<file path="src/hdl/vsa_pkg.sv">
// Package for the volume source arbiter: request and result types, register
// map, state record and the percent / 0-127 scale conversions.
// No dependencies.
package vsa_pkg;

  // Register map, word index taken from paddr[3:2]
  localparam logic [1:0] REG_MOVE_THRESHOLD = 2'd0;
  localparam logic [1:0] REG_HANDBACK_TICKS = 2'd1;
  localparam logic [1:0] REG_MAX_VOLUME     = 2'd2;
  localparam logic [1:0] REG_SAFE_VOLUME    = 2'd3;

  localparam logic [6:0]  PCT_FULL           = 7'd100;
  localparam logic [6:0]  RST_MOVE_THRESHOLD = 7'd7;
  localparam logic [31:0] RST_HANDBACK_TICKS = 32'd30000;
  localparam logic [6:0]  RST_MAX_VOLUME     = 7'd90;
  localparam logic [6:0]  RST_SAFE_VOLUME    = 7'd80;
  localparam logic [6:0]  RST_VOLUME         = 7'd50;

  // Reciprocal multipliers: 127/100 ~ 665861 / 2^19, 100/127 ~ 13210500 / 2^24
  localparam logic [26:0] LEVEL_MUL = 27'd665861;
  localparam logic [30:0] PCT_MUL   = 31'd13210500;

  typedef struct packed {
    logic [6:0]  knob_percent;
    logic        phone_update;
    logic [6:0]  phone_level;
    logic [31:0] now_ticks;
    logic        preset_aggressive;
  } in_item_t;

  typedef struct packed {
    logic [6:0] volume_percent;
    logic       volume_applied;
    logic       send_level;
    logic [6:0] level_to_send;
    logic       force_normal;
    logic       knob_in_control;
  } out_item_t;

  // Settings seen by the decision logic; cap and phone_lim are derived
  typedef struct packed {
    logic [6:0]  move_threshold;
    logic [31:0] handback_ticks;
    logic [6:0]  safe_volume;
    logic [6:0]  cap;
    logic [6:0]  phone_lim;
  } cfg_t;

  typedef struct packed {
    logic        knob_owns;
    logic [6:0]  current_volume;
    logic        knob_valid;
    logic [6:0]  last_knob;
    logic        phone_valid;
    logic [6:0]  last_phone;
    logic [31:0] last_move_time;
  } state_t;

  // pct * 127 / 100, truncated; exact for pct up to 100
  function automatic logic [6:0] to_level(input logic [6:0] pct);
    logic [26:0] prod;
    prod = 27'(pct) * LEVEL_MUL;
    return prod[25:19];
  endfunction

  // lvl * 100 / 127, truncated; exact over the whole 0-127 range
  function automatic logic [6:0] to_percent(input logic [6:0] lvl);
    logic [30:0] prod;
    prod = 31'(lvl) * PCT_MUL;
    return prod[30:24];
  endfunction

endpackage

</file>
<file path="src/hdl/vsa_regs.sv">
// APB-style register block of the volume source arbiter.
// Keeps the four settings and the derived ceiling / phone limit.
// Depends on vsa_pkg.
module vsa_regs (
  input  logic               clk,
  input  logic               rst_n,
  input  logic               psel,
  input  logic               penable,
  input  logic               pwrite,
  input  logic [3:0]         paddr,
  input  logic [31:0]        pwdata,
  output logic [31:0]        prdata,
  output logic               pready,
  output vsa_pkg::cfg_t      cfg
);

  logic [6:0]  move_threshold_r, move_threshold_nxt;
  logic [31:0] handback_ticks_r, handback_ticks_nxt;
  logic [6:0]  max_volume_r, max_volume_nxt;
  logic [6:0]  safe_volume_r, safe_volume_nxt;
  logic [6:0]  cap_r, cap_nxt;
  logic [6:0]  lim_r, lim_nxt;
  logic        wr_en;
  logic [6:0]  wr_cap;

  assign pready = 1'b1;
  assign wr_en  = psel && penable && pwrite;
  // ceiling above full scale acts as full scale
  assign wr_cap = (pwdata[6:0] > vsa_pkg::PCT_FULL) ? vsa_pkg::PCT_FULL : pwdata[6:0];

  always_comb begin
    move_threshold_nxt = move_threshold_r;
    handback_ticks_nxt = handback_ticks_r;
    max_volume_nxt     = max_volume_r;
    safe_volume_nxt    = safe_volume_r;
    cap_nxt            = cap_r;
    lim_nxt            = lim_r;
    if (wr_en) begin
      unique case (paddr[3:2])
        vsa_pkg::REG_MOVE_THRESHOLD: move_threshold_nxt = pwdata[6:0];
        vsa_pkg::REG_HANDBACK_TICKS: handback_ticks_nxt = pwdata;
        vsa_pkg::REG_MAX_VOLUME: begin
          max_volume_nxt = pwdata[6:0];
          cap_nxt        = wr_cap;
          lim_nxt        = vsa_pkg::to_level(wr_cap);
        end
        vsa_pkg::REG_SAFE_VOLUME: safe_volume_nxt = pwdata[6:0];
        default: ;
      endcase
    end
  end

  always_ff @(posedge clk) begin
    if (!rst_n) begin
      move_threshold_r <= vsa_pkg::RST_MOVE_THRESHOLD;
      handback_ticks_r <= vsa_pkg::RST_HANDBACK_TICKS;
      max_volume_r     <= vsa_pkg::RST_MAX_VOLUME;
      safe_volume_r    <= vsa_pkg::RST_SAFE_VOLUME;
      cap_r            <= vsa_pkg::RST_MAX_VOLUME;
      lim_r            <= vsa_pkg::to_level(vsa_pkg::RST_MAX_VOLUME);
    end else begin
      move_threshold_r <= move_threshold_nxt;
      handback_ticks_r <= handback_ticks_nxt;
      max_volume_r     <= max_volume_nxt;
      safe_volume_r    <= safe_volume_nxt;
      cap_r            <= cap_nxt;
      lim_r            <= lim_nxt;
    end
  end

  always_comb begin
    unique case (paddr[3:2])
      vsa_pkg::REG_MOVE_THRESHOLD: prdata = {25'd0, move_threshold_r};
      vsa_pkg::REG_HANDBACK_TICKS: prdata = handback_ticks_r;
      vsa_pkg::REG_MAX_VOLUME:     prdata = {25'd0, max_volume_r};
      vsa_pkg::REG_SAFE_VOLUME:    prdata = {25'd0, safe_volume_r};
      default:                     prdata = 32'd0;
    endcase
  end

  assign cfg.move_threshold = move_threshold_r;
  assign cfg.handback_ticks = handback_ticks_r;
  assign cfg.safe_volume    = safe_volume_r;
  assign cfg.cap            = cap_r;
  assign cfg.phone_lim      = lim_r;

endmodule

</file>
<file path="src/hdl/vsa_step.sv">
// Decision logic for one poll: next arbiter state and the result record.
// Purely combinational; depends on vsa_pkg.
module vsa_step (
  input  vsa_pkg::in_item_t  item,
  input  vsa_pkg::state_t    st,
  input  vsa_pkg::cfg_t      cfg,
  output vsa_pkg::state_t    st_nxt,
  output vsa_pkg::out_item_t res
);

  logic [6:0]  phone_clamped;
  logic [6:0]  phone_pct;
  logic [6:0]  phone_val;
  logic        phone_vld;
  logic        phone_apply;
  logic        handback;
  logic [31:0] elapsed;
  logic [6:0]  knob_delta;
  logic        moved;
  logic [6:0]  knob_vol;
  logic [6:0]  mid_volume;
  logic        force_phone;
  logic        force_knob;
  logic [6:0]  level;

  assign phone_clamped = (item.phone_level > cfg.phone_lim) ? cfg.phone_lim : item.phone_level;
  assign phone_pct     = vsa_pkg::to_percent(phone_clamped);
  assign phone_val     = item.phone_update ? phone_pct : st.last_phone;
  assign phone_vld     = item.phone_update || st.phone_valid;

  assign phone_apply = !st.knob_owns && phone_vld && (phone_val != st.current_volume);
  assign elapsed     = item.now_ticks - st.last_move_time;
  assign handback    = st.knob_owns && (elapsed > cfg.handback_ticks);
  assign mid_volume  = phone_apply ? phone_val : st.current_volume;
  assign force_phone = phone_apply && item.preset_aggressive && (phone_val > cfg.safe_volume);

  assign knob_delta = (item.knob_percent > st.last_knob) ? (item.knob_percent - st.last_knob)
                                                          : (st.last_knob - item.knob_percent);
  assign moved      = !st.knob_valid || (knob_delta > cfg.move_threshold);
  assign knob_vol   = (item.knob_percent > cfg.cap) ? cfg.cap : item.knob_percent;
  assign force_knob = moved && item.preset_aggressive && (knob_vol > cfg.safe_volume);

  // handback reports the held volume; a knob move overrides it
  assign level = vsa_pkg::to_level(moved ? knob_vol : st.current_volume);

  always_comb begin
    st_nxt = st;
    if (phone_apply) begin
      st_nxt.current_volume = phone_val;
    end
    st_nxt.last_phone  = phone_val;
    st_nxt.phone_valid = phone_vld;
    if (handback) begin
      st_nxt.knob_owns   = 1'b0;
      st_nxt.last_phone  = st.current_volume;
      st_nxt.phone_valid = 1'b1;
    end
    if (moved) begin
      st_nxt.last_knob      = item.knob_percent;
      st_nxt.knob_valid     = 1'b1;
      st_nxt.knob_owns      = 1'b1;
      st_nxt.last_move_time = item.now_ticks;
      st_nxt.current_volume = knob_vol;
    end
  end

  assign res.volume_percent  = moved ? knob_vol : mid_volume;
  assign res.volume_applied  = phone_apply || moved;
  assign res.send_level      = handback || moved;
  assign res.level_to_send   = (handback || moved) ? level : 7'd0;
  assign res.force_normal    = force_phone || force_knob;
  assign res.knob_in_control = moved || (st.knob_owns && !handback);

endmodule

</file>
<file path="src/hdl/volume_source_arbiter.sv">
// Top level of the volume source arbiter: request register, decision logic,
// result register and arbiter state. Depends on vsa_pkg, vsa_regs, vsa_step.
//
// Channel   Direction  Handshake              Payload
// in_       request    in_valid / in_stall    vsa_pkg::in_item_t
// out_      result     out_valid / out_stall  vsa_pkg::out_item_t
// cfg       APB write  psel, penable, pwrite  4 registers at 4*i, 32-bit data
//
// One request per clock sustained while out_stall is low. A request is held in the
// input register, is decided there and is written to the result register when that
// register is free; the arbiter state updates on that same edge. in_stall rises
// only while both the input and result registers hold work and out_stall is high.
// Reset (rst_n low, synchronous) empties both stages and restores the state
// and settings to their power-on values.
module volume_source_arbiter (
  input  logic                clk,
  input  logic                rst_n,
  input  logic                in_valid,
  output logic                in_stall,
  input  vsa_pkg::in_item_t   in_data,
  output logic                out_valid,
  input  logic                out_stall,
  output vsa_pkg::out_item_t  out_data,
  input  logic                psel,
  input  logic                penable,
  input  logic                pwrite,
  input  logic [3:0]          paddr,
  input  logic [31:0]         pwdata,
  output logic [31:0]         prdata,
  output logic                pready
);

  vsa_pkg::cfg_t      cfg;
  vsa_pkg::in_item_t  a_item_r;
  logic               a_valid_r, a_valid_nxt;
  logic               out_valid_r, out_valid_nxt;
  vsa_pkg::out_item_t out_data_r;
  vsa_pkg::state_t    st_r;
  vsa_pkg::state_t    st_nxt;
  vsa_pkg::out_item_t res;
  logic               b_free;
  logic               in_accept;
  logic               advance;

  vsa_regs u_regs (
    .clk     (clk),
    .rst_n   (rst_n),
    .psel    (psel),
    .penable (penable),
    .pwrite  (pwrite),
    .paddr   (paddr),
    .pwdata  (pwdata),
    .prdata  (prdata),
    .pready  (pready),
    .cfg     (cfg)
  );

  vsa_step u_step (
    .item   (a_item_r),
    .st     (st_r),
    .cfg    (cfg),
    .st_nxt (st_nxt),
    .res    (res)
  );

  // result register free when empty or being drained this cycle
  assign b_free    = !out_valid_r || !out_stall;
  assign in_stall  = a_valid_r && !b_free;
  assign in_accept = in_valid && !in_stall;
  assign advance   = a_valid_r && b_free;

  always_comb begin
    a_valid_nxt = a_valid_r;
    if (in_accept) begin
      a_valid_nxt = 1'b1;
    end else if (advance) begin
      a_valid_nxt = 1'b0;
    end
    out_valid_nxt = out_valid_r;
    if (advance) begin
      out_valid_nxt = 1'b1;
    end else if (!out_stall) begin
      out_valid_nxt = 1'b0;
    end
  end

  always_ff @(posedge clk) begin
    if (!rst_n) begin
      a_valid_r   <= 1'b0;
      out_valid_r <= 1'b0;
    end else begin
      a_valid_r   <= a_valid_nxt;
      out_valid_r <= out_valid_nxt;
    end
  end

  // arbiter state moves only when a decided poll enters the result register
  always_ff @(posedge clk) begin
    if (!rst_n) begin
      st_r.knob_owns      <= 1'b0;
      st_r.current_volume <= vsa_pkg::RST_VOLUME;
      st_r.knob_valid     <= 1'b0;
      st_r.last_knob      <= 7'd0;
      st_r.phone_valid    <= 1'b0;
      st_r.last_phone     <= 7'd0;
      st_r.last_move_time <= 32'd0;
    end else if (advance) begin
      st_r <= st_nxt;
    end
  end

  // payload registers
  always_ff @(posedge clk) begin
    if (in_accept) begin
      a_item_r <= in_data;
    end
    if (advance) begin
      out_data_r <= res;
    end
  end

  assign out_valid = out_valid_r;
  assign out_data  = out_data_r;

  // level is only carried when a report to the phone is requested
  a_level_zero: assert property (@(posedge clk) disable iff (!rst_n)
    out_valid && !out_data.send_level |-> out_data.level_to_send == 7'd0)
    else $error("level_to_send nonzero without send_level");

  // preset reset only comes with a newly applied volume
  a_force_applied: assert property (@(posedge clk) disable iff (!rst_n)
    out_valid && out_data.force_normal |-> out_data.volume_applied)
    else $error("force_normal without volume_applied");

  // volume never leaves the percent range
  a_vol_range: assert property (@(posedge clk) disable iff (!rst_n)
    out_valid |-> out_data.volume_percent <= vsa_pkg::PCT_FULL)
    else $error("volume_percent above full scale");

  // backpressure only when both stages are occupied
  a_stall_full: assert property (@(posedge clk) disable iff (!rst_n)
    in_stall |-> a_valid_r && out_valid_r && out_stall)
    else $error("input stalled with a free stage");

endmodule
</file>
<file path="config.mk">
export PLATFORM = sky130hd
export DESIGN_NAME = volume_source_arbiter
export DESIGN_NICKNAME = d
export VERILOG_FILES = /design/src/hdl/vsa_pkg.sv /design/src/hdl/vsa_regs.sv /design/src/hdl/vsa_step.sv /design/src/hdl/volume_source_arbiter.sv
export SDC_FILE = /design/constraint.sdc
export NUM_CORES = 1
export LEC_CHECK = 0
export BUFFER_PORTS_ARGS = -buffer_cell sky130_fd_sc_hd__buf_2
export CORE_ASPECT_RATIO = 1.5
export CORE_MARGIN = 4
export CORE_UTILIZATION = 55
export DETAILED_ROUTE_END_ITERATION = 6
export PLACE_DENSITY_LB_ADDON = 0.2
export SLEW_MARGIN = 20
export SYNTH_ARGS = -nofsm -noshare
export SYNTH_HDL_FRONTEND = slang
export SYNTH_SLANG_ARGS = --single-unit
</file>
<file path="constraint.sdc">
create_clock -name clk -period 7.7 [get_ports clk]
set_input_delay 0.385 -clock clk [delete_from_list [all_inputs] [get_ports clk]]
set_output_delay 0.385 -clock clk [all_outputs]
set_load 0.01 [all_outputs]
</file>
==> results.ini, run 1 <==
[status]
outcome=finished clean

[clock_network]
clock_latency_ps=450
clock-sinks=191
clkSlewWorstSetupHoldPaths_ps=70
ctsHoldBuffers=0
cts_buffers=17
htreeDepth=4
clockBufferDepth=2
cts_tree=done
clockRootBuffer=clkbuf_16

[critical_path]
cp-end-kind=flip-flop
critPathMaxStageDelay_ps=480
worstPathMaxFanout=6
critPathBufInv=3
arrival_ps=7500
cp.required_ps=7890
crit_family=compound AO/OA/AOI/OAI gates
critPathLaunchType=flip-flop
cpMostUsedCell=ha_1
slowest_stage=fa_1
critical_path_class=flip-flop to flip-flop

[logic_synthesis]
synth_largest_area_cell=ha_1
synth_top_family_by_area=adder cells
postSynthRegisterBits=191
synth_top_area_share_pct=21.50
synth_edf_count=66
synth_xor_area_share_pct=3.298
avgSynthCellArea_um2=8.700
synthFlopType=dfxtp_1
ys_seq_area_share_pct=29.19
synthMuxAreaShare_pct=3.339
synth_compound_area_share_pct=18.07
synth_fa_ha_area_share_pct=24.63
synth-simple-area-share_pct=15.40
synth_cell_types=86
synthesis.area_um2=15360
async_flop_share_pct=0
yosysWarningCount=0
syn_inst=1766
synthesis.nets=2145
synth_area_leaders=ha_1 (21%), dfxtp_1 (16%), edfxtp_1 (13%), a21oi_1 (6.0%), nand2_1 (5.7%)

[routing]
vias=12980
firstDrtPassIters=5
ant_nets=0
drcViolationCount=0
via_per_inst=5.747
drt_wl_total_um=38670
drt_iter0_drc=638
wl_per_cell_um=17.12

[pwr]
finalPower_uw=4088
p_leak_uw=0.008003
powerDensity_nw_per_um2=237.8
vdd_drop_max_v=0.0001740

[floorplanning]
fp.dieArea_um2=30730
rows=74
fp.dieW_um=144.5
die_h_um=212.7
coreArea_um2=27410
initial_utilization_pct=56.06
io_pins=144

[placed_design]
gp_congestion=0.9254
dpl_cell_area_um2=16500
dp_hpwl_um=30240
portBuffers=140

[timing]
fin_crit_ps=7309
finalSetupViolCount=0
fmaxAchievable_ghz=0.1368
slew_violations=0
tightestPinTransition_ps=955.1
tns_ps=0
relSlewSlack_pct=36.17
fin_skew_ps=7.786
fin_crit_sh_pct=94.93
hold_slack_ps=102.0
hold_violations=0

[global_route]
grt.total_usage_pct=25.64
grt_max_degree=63
grt_pass1_vias=13150
antenna_found_initial=4
grt_overflow=0
grt_pass1_wl_um=63110

[layout]
final_core_util_pct=62.73
fin_nets=2280
final_common_cell=ha_1
final_area_um2=17190
area_delta_synth_final_pct=11.89
mostFrequentLayoutCells=ha_1 (261), nand2_1 (231), inv_1 (189), a21oi_1 (182), buf_2 (140)
drive_above_1_share_pct=13.48

[job]
drv_cap=0

[hold_path]
hp-class=primary input to flip-flop

## cell type report
type	instances	area (µm²)
well taps	342	427.9
repair buffers	171	937.1
fillers	2418	10210
multi-input cells	1329	10070
diodes	3	7.507
clock buffers	21	440.4
flip-flops and latches	191	4484
inverters	191	716.9
clock inverters	11	106.4
## Yosys cell counts, types with 10 or more instances
library cell,instances
clkbuf_1,46
inv_1,190
ha_1,264
o21ai_1,11
nor3_1,25
nand3_1,31
nor2b_1,17
and2_1,36
nor2_1,91
edfxtp_1,66
dfxtp_1,125
xnor2_1,39
o211ai_1,25
a21oi_1,185
and3_1,10
nand2_1,232
o21ai_0,45
nand4_1,16
fa_1,24
xor2_1,17
o21a_1,15
mux2i_1,31
o21bai_1,10
nand2b_1,12
a21o_1,62
## worst register-to-register path, delay by kind of cell, from the launching register on
kind            cells  cell delay [ps]
compound gates     15             2210
fa+ha+maj           7             1990
simple gates       10             1660
flops               1              430
mux                 1              350
buf+inv             3              260
xor+xnor            1              150
## through the flow
stage                     worst slack [ps]  cells
after CTS                            9.420   2251
after global placement               179.3   2219
after floorplan                      121.3   1766
after global routing                -91.87   2258
after detailed placement             47.30   2219
final                                390.5   2259
## kinds of logic after synthesis
family / after synthesis
and+or+nand+nor: 508
xor gates and xnor gates: 57
AOI/OAI and AO/OA: 433
adders and majority gates: 288
other: 1
buffers and inverters: 246
muxes: 42
DFF: 191
## where the power goes
part / internal, µW / switching (µW) / total (µW)
registers: 1120 / 37.5 / 1160
logic: 865 / 1210 / 2070
clock network: 450 / 406 / 856
## metal layers
metal / GRT usage (%) / routed length, µm / vias up
met4: 11.36 / 1476 / 4
met3: 4.100 / 1702 / 90
li1: - / - / 6477
met1: 27.95 / 14920 / 6089
met5: 0 / 34 / -
met2: 48.01 / 20540 / 322
## sequential cells by signal, indices dropped and copies added (netlist names)
signal	count
st_r	56
a_item_r	48
u_regs.handback_ticks_r	32
out_data	18
u_regs.cap_r	7
u_regs.lim_r	7
u_regs.max_volume_r	7
u_regs.move_threshold_r	7
u_regs.safe_volume_r	7
a_valid_r	1
out_valid	1
## worst paths after layout
path / startpoint / to / slack (ps) / depth (start not counted)
max: a_item_r[42]$_DFFE_PP_ / out_data[8]$_SDFFCE_PP0P_ / 390 / 37
min: in_data[7] / a_item_r[7]$_DFFE_PP_ / 100 / 1
max reg2reg: a_item_r[42]$_DFFE_PP_ / out_data[8]$_SDFFCE_PP0P_ / 390 / 37
min reg2reg: st_r[37]$_SDFFE_PN0P_ / st_r[37]$_SDFFE_PN0P_ / 450 / 2
## repair_timing
action | 4_1_cts | 5_1_grt
endpoints found under the setup margin | 0 | 11
buffers inserted | 0 | 5
resized for setup | 0 | 22
No activity file was read; power rests on OpenSTA's default activity.
==> run 2: changes to the inputs <==
- ABC_AREA: not set -> 1
- TNS_END_PERCENT: not set -> 10
==> results.ini, run 2 <==
[global_route]
antenna_found_initial=2
grt_max_degree=101
grt_pass1_vias=13480
grt_overflow=0
grt_pass1_wl_um=63830
grt.total_usage_pct=25.78

[layout]
final_cells=2434
largest_registers=st_r: 56 flops, a_item_r: 48 flops, u_regs.handback_ticks_r: 32 flops
final_area_um2=17150
final_common_cell=inv_1
drive_above_1_share_pct=12.86
fin_nets=2457
mostFrequentLayoutCells=inv_1 (302), nand2_1 (284), ha_1 (263), a21oi_1 (228), o21ai_0 (147)
area_delta_synth_final_pct=10.97
regMostFlops=st_r
largest_register_ffs=56

[timing]
tightestPinTransition_ps=1022
hold_slack_ps=103.2
fin_crit_ps=7018
slew_violations=0
relSlewSlack_pct=31.46
fin_skew_ps=12.10
hold_violations=0
fin_crit_sh_pct=91.14
finalSetupViolCount=0
fmaxAchievable_ghz=0.1425
tns_ps=0
setup_ws_ps=681.9

[routing]
firstDrtPassIters=6
drt_iter0_drc=650
wl_per_cell_um=16.14
drt_wl_total_um=39270
vias=13650
drcViolationCount=0
via_per_inst=5.607
ant_nets=0

[logic_synthesis]
synth_edf_count=66
ys_seq_area_share_pct=29.01
synth_area_leaders=ha_1 (21%), dfxtp_1 (16%), edfxtp_1 (13%), a21oi_1 (7.5%), inv_1 (7.4%)
synth_top_area_share_pct=21.37
synthFlopType=dfxtp_1
async_flop_share_pct=0
yosysWarningCount=0
synthesis.area_um2=15460
syn_inst=1948
synth_cell_types=62
synth_most_common_cell=inv_1
synth_largest_area_cell=ha_1
synthesis.nets=2327
synth_commonest_cells=inv_1 (305), nand2_1 (284), ha_1 (264)
postSynthRegisterBits=191
avgSynthCellArea_um2=7.936

[clock_network]
clkSlewWorstSetupHoldPaths_ps=70
clockBufferDepth=2
cts_tree=done
cts_buffers=17
htreeDepth=4
clock_latency_ps=450
clock-sinks=191
ctsHoldBuffers=0
clockRootBuffer=clkbuf_16

[pwr]
p_leak_uw=0.008325
vdd_drop_max_v=0.0001830
powerDensity_nw_per_um2=262.1

[floorplanning]
fp.dieW_um=144.9
initial_utilization_pct=56.22
io_pins=144
rows=74
fp.dieArea_um2=30910
coreArea_um2=27500
die_h_um=213.3

[critical_path]
critPathLaunchType=flip-flop
cp-end-kind=flip-flop
slowest_stage=fa_1
cp.required_ps=8010
critPathMaxStageDelay_ps=470
critical_path_class=flip-flop to flip-flop
arrival_ps=7320
worstPathMaxFanout=7

[placed_design]
dpl.cell_count=2394
dpl_cell_area_um2=16480
post-place-ws_ps=212.1
gp_congestion=0.9849
portBuffers=140
dp_hpwl_um=31350

[status]
outcome=finished clean

[hold_path]
hp-class=primary input to flip-flop

[job]
drv_cap=0

==> run 2: power by group <==
part | total, µW | switching [µW] | internal, µW | leakage (µW)
Clock | 883 | 404 | 479 | 0.000279
Sequential | 1170 | 34.0 | 1140 | 0.00165
Combinational | 2440 | 1540 | 899 | 0.00639
Total | 4500 | 1980 | 2520 | 0.00833
==> run 2: what timing repair did <==
item | CTS | global route
setup buffers | 0 | 5
setup endpoints to repair | 0 | 5
gates resized for setup | 0 | 18
endpoints found under the hold margin | 0 | 0
==> run 2: final timing paths <==
check / start / end / slack (ps) / depth (start not counted)
worst min register to register: st_r[4]$_SDFFE_PN0P_ / st_r[4]$_SDFFE_PN0P_ / 460 / 2
worst max-delay path: a_item_r[42]$_DFFE_PP_ / out_data[7]$_SDFFCE_PP0P_ / 680 / 41
worst min-delay path: in_data[28] / a_item_r[28]$_DFFE_PP_ / 100 / 1
worst max register to register: a_item_r[42]$_DFFE_PP_ / out_data[7]$_SDFFCE_PP0P_ / 680 / 41
==> run 2: area by class of cell <==
cell class              instances  area, µm²
multi-input cells            1399       9659
clock inverters                13      135.1
flip-flops and latches        191       4484
repair buffers                159      840.8
repair inverters                1      7.507
inverters                     309       1164
fillers                      2498      10340
well taps                     342      427.9
diodes                          1      2.502
clock buffers                  19      432.9
==> run 2: logic make-up after synthesis <==
kind of cell,synth area share [%]
AND/OR/NAND/NOR,16.75
AO/OA/AOI/OAI,18.40
buffers and inverters,8.879
adder cells (fa/ha/maj),24.48
flip-flops,29.01
XOR/XNOR,2.323
multiplexers,0.1376
other,0.02426
==> run 2: critical path: cells and delay by family (launching register included) <==
kind | cells | cell delay, ps
simple gates | 12 | 1280
xor+xnor | 1 | 150
compound gates | 14 | 2020
flops | 1 | 420
buf+inv | 7 | 770
fa+ha+maj | 7 | 2220
==> run 2: layer usage <==
layer | routed length (µm) | vias up | track usage, %
met4 | 2083 | 2 | 13.65
met1 | 15100 | 6300 | 27.98
met2 | 20410 | 333 | 47.09
li1 | - | 6891 | -
met5 | 15 | - | 0
met3 | 1663 | 122 | 4.462
==> run 2: per-stage QoR <==
stage	utilization, %	power (µW)
after CTS	61.99	4476
final	62.38	4496
after floorplan	-	2969
after global placement	59.93	3519
after global routing	62.38	4906
after detailed placement	59.93	3569
==> run 3: changes to the inputs <==
- ABC_AREA: 1 -> not set
- CORE_UTILIZATION: 55 -> 50
==> results.ini, run 3 (synthesized netlist as in run 1, its figures left out) <==
[status]
outcome=finished clean

[routing]
ant_nets=0
vias=12930
via_per_inst=5.569
drt_iter0_drc=617
firstDrtPassIters=5
wl_per_cell_um=16.64
drcViolationCount=0
drt_wl_total_um=38620

[critical_path]
critPathMaxStageDelay_ps=480
cp-end-kind=flip-flop
cp.required_ps=7880
worstPathMaxFanout=7
critPathBufInv=4
critPathLaunchType=flip-flop
slowest_stage=fa_1
critical_path_class=flip-flop to flip-flop
crit_family=compound AO/OA/AOI/OAI gates
cpMostUsedCell=ha_1
arrival_ps=7420

[hold_path]
hp-class=primary input to flip-flop

[placed_design]
portBuffers=140
gp_congestion=0.9096
dpl.cell_count=2284
dp_hpwl_um=30210
dpl_cell_area_um2=16630

[timing]
fmaxAchievable_ghz=0.1381
tightestPinTransition_ps=972.8
hold_slack_ps=101.9
tns_ps=0
slew_violations=0
fin_crit_ps=7239
fin_crit_sh_pct=94.01
hold_violations=0
finalSetupViolCount=0
fin_skew_ps=12.02
rsz0062_at_grt=false
relSlewSlack_pct=35.14

[layout]
multi_input_area_um2=10050
largest_registers=st_r: 56 flops, a_item_r: 48 flops, u_regs.handback_ticks_r: 32 flops
fin_nets=2284
area_delta_synth_final_pct=12.96
final_cells=2321
fillers=2800
mostFrequentLayoutCells=ha_1 (263), nand2_1 (231), inv_1 (189), a21oi_1 (181), buf_2 (140)
final_common_cell=ha_1
final_area_um2=17360
regArea_um2=4484
largest_register_ffs=56
regMostFlops=st_r
drive_above_1_share_pct=13.87

[global_route]
grt_overflow=0
grt_pass1_vias=13380
antenna_found_initial=4
grt.total_usage_pct=23.58
grt_pass1_wl_um=64020
grt_max_degree=85

[pwr]
p_int_uw=2482
power.switching_uw=1670
seqPwrFrac_pct=27.9
switching_share_pct=40.22
powerDensity_nw_per_um2=239.2
finalPower_uw=4152
vdd_drop_max_v=0.0001438
power_frac_comb_pct=50.0
p_leak_uw=0.008060
clock_power_share_pct=22.0

[clock_network]
clock_latency_ps=450
cts_tree=done
clockRootBuffer=clkbuf_16
clkSlewWorstSetupHoldPaths_ps=80
htreeDepth=4
clock-sinks=191
clockBufferDepth=2
ctsHoldBuffers=0
cts_buffers=17

[floorplanning]
fp.dieW_um=151.1
die_h_um=222.7
initial_utilization_pct=50.79
coreArea_um2=30250
fp.dieArea_um2=33660
io_pins=144
rows=78

[job]
drv_cap=0

-- run 3: what timing repair did --
| action | in CTS | in global routing |
|---|---|---|
| resized for setup | 0 | 20 |
| buffers inserted | 0 | 1 |
| setup endpoints to repair | 0 | 10 |
-- run 3: layout make-up --
type / count / share of cell area (%)
multi-input combinational: 1329 / 57.93
sequential: 191 / 25.84
timing repair buffer: 175 / 5.710
inverter: 191 / 4.131
tap: 400 / 2.884
clock buffer: 17 / 2.451
clock inverter: 15 / 1.017
antenna: 3 / 0.04326
-- run 3: final timing paths --
kind | from | slack, ps | endpoint | cells past startpoint
worst min register to register | u_regs.lim_r[3]$_SDFFE_PN0P_ | 450 | u_regs.lim_r[3]$_SDFFE_PN0P_ | 2
worst min-delay path | in_data[27] | 100 | a_item_r[27]$_DFFE_PP_ | 1
worst max-delay path | a_item_r[42]$_DFFE_PP_ | 460 | out_data[7]$_SDFFCE_PP0P_ | 38
worst max register to register | a_item_r[42]$_DFFE_PP_ | 460 | out_data[7]$_SDFFCE_PP0P_ | 38
-- run 3: worst reg2reg max path, delay by kind of cell, from the launching register on --
family / cells / cell delay [ps]
fa+ha+maj: 7 / 2070
simple gates: 10 / 1550
compound gates: 15 / 2140
buf+inv: 4 / 340
xor+xnor: 1 / 150
flops: 1 / 410
mux: 1 / 320
-- run 3: through the flow --
stage          util [%]  worst slack (ps)
2_1_floorplan         -             121.3
3_3_place_gp      54.96             273.0
3_5_place_dp      54.96             105.9
4_1_cts           56.95             68.14
5_1_grt           57.36             6.890
6_report          57.37             461.2
-- run 3: power by group through the flow --
stage | clock network, µW | registers [µW] | logic, µW
global route | 973 | 1170 | 2350
global placement | 0 | 1180 | 1980
floorplan | 0 | 1180 | 1510
finish | 915 | 1160 | 2080
detailed placement | 0 | 1180 | 2030
CTS | 935 | 1160 | 2050
-- run 3: per-layer routing --
metal  up-vias  share of wire (%)  global-route usage, %  routed length, µm
met1      6075                 40                  26.57              15260
met5         -              0.047                      0                 18
met4         4                3.0                  8.841               1171
met3        70                4.5                  4.101               1746
li1       6480                  -                      -                  -
met2       297                 53                  43.52              20420
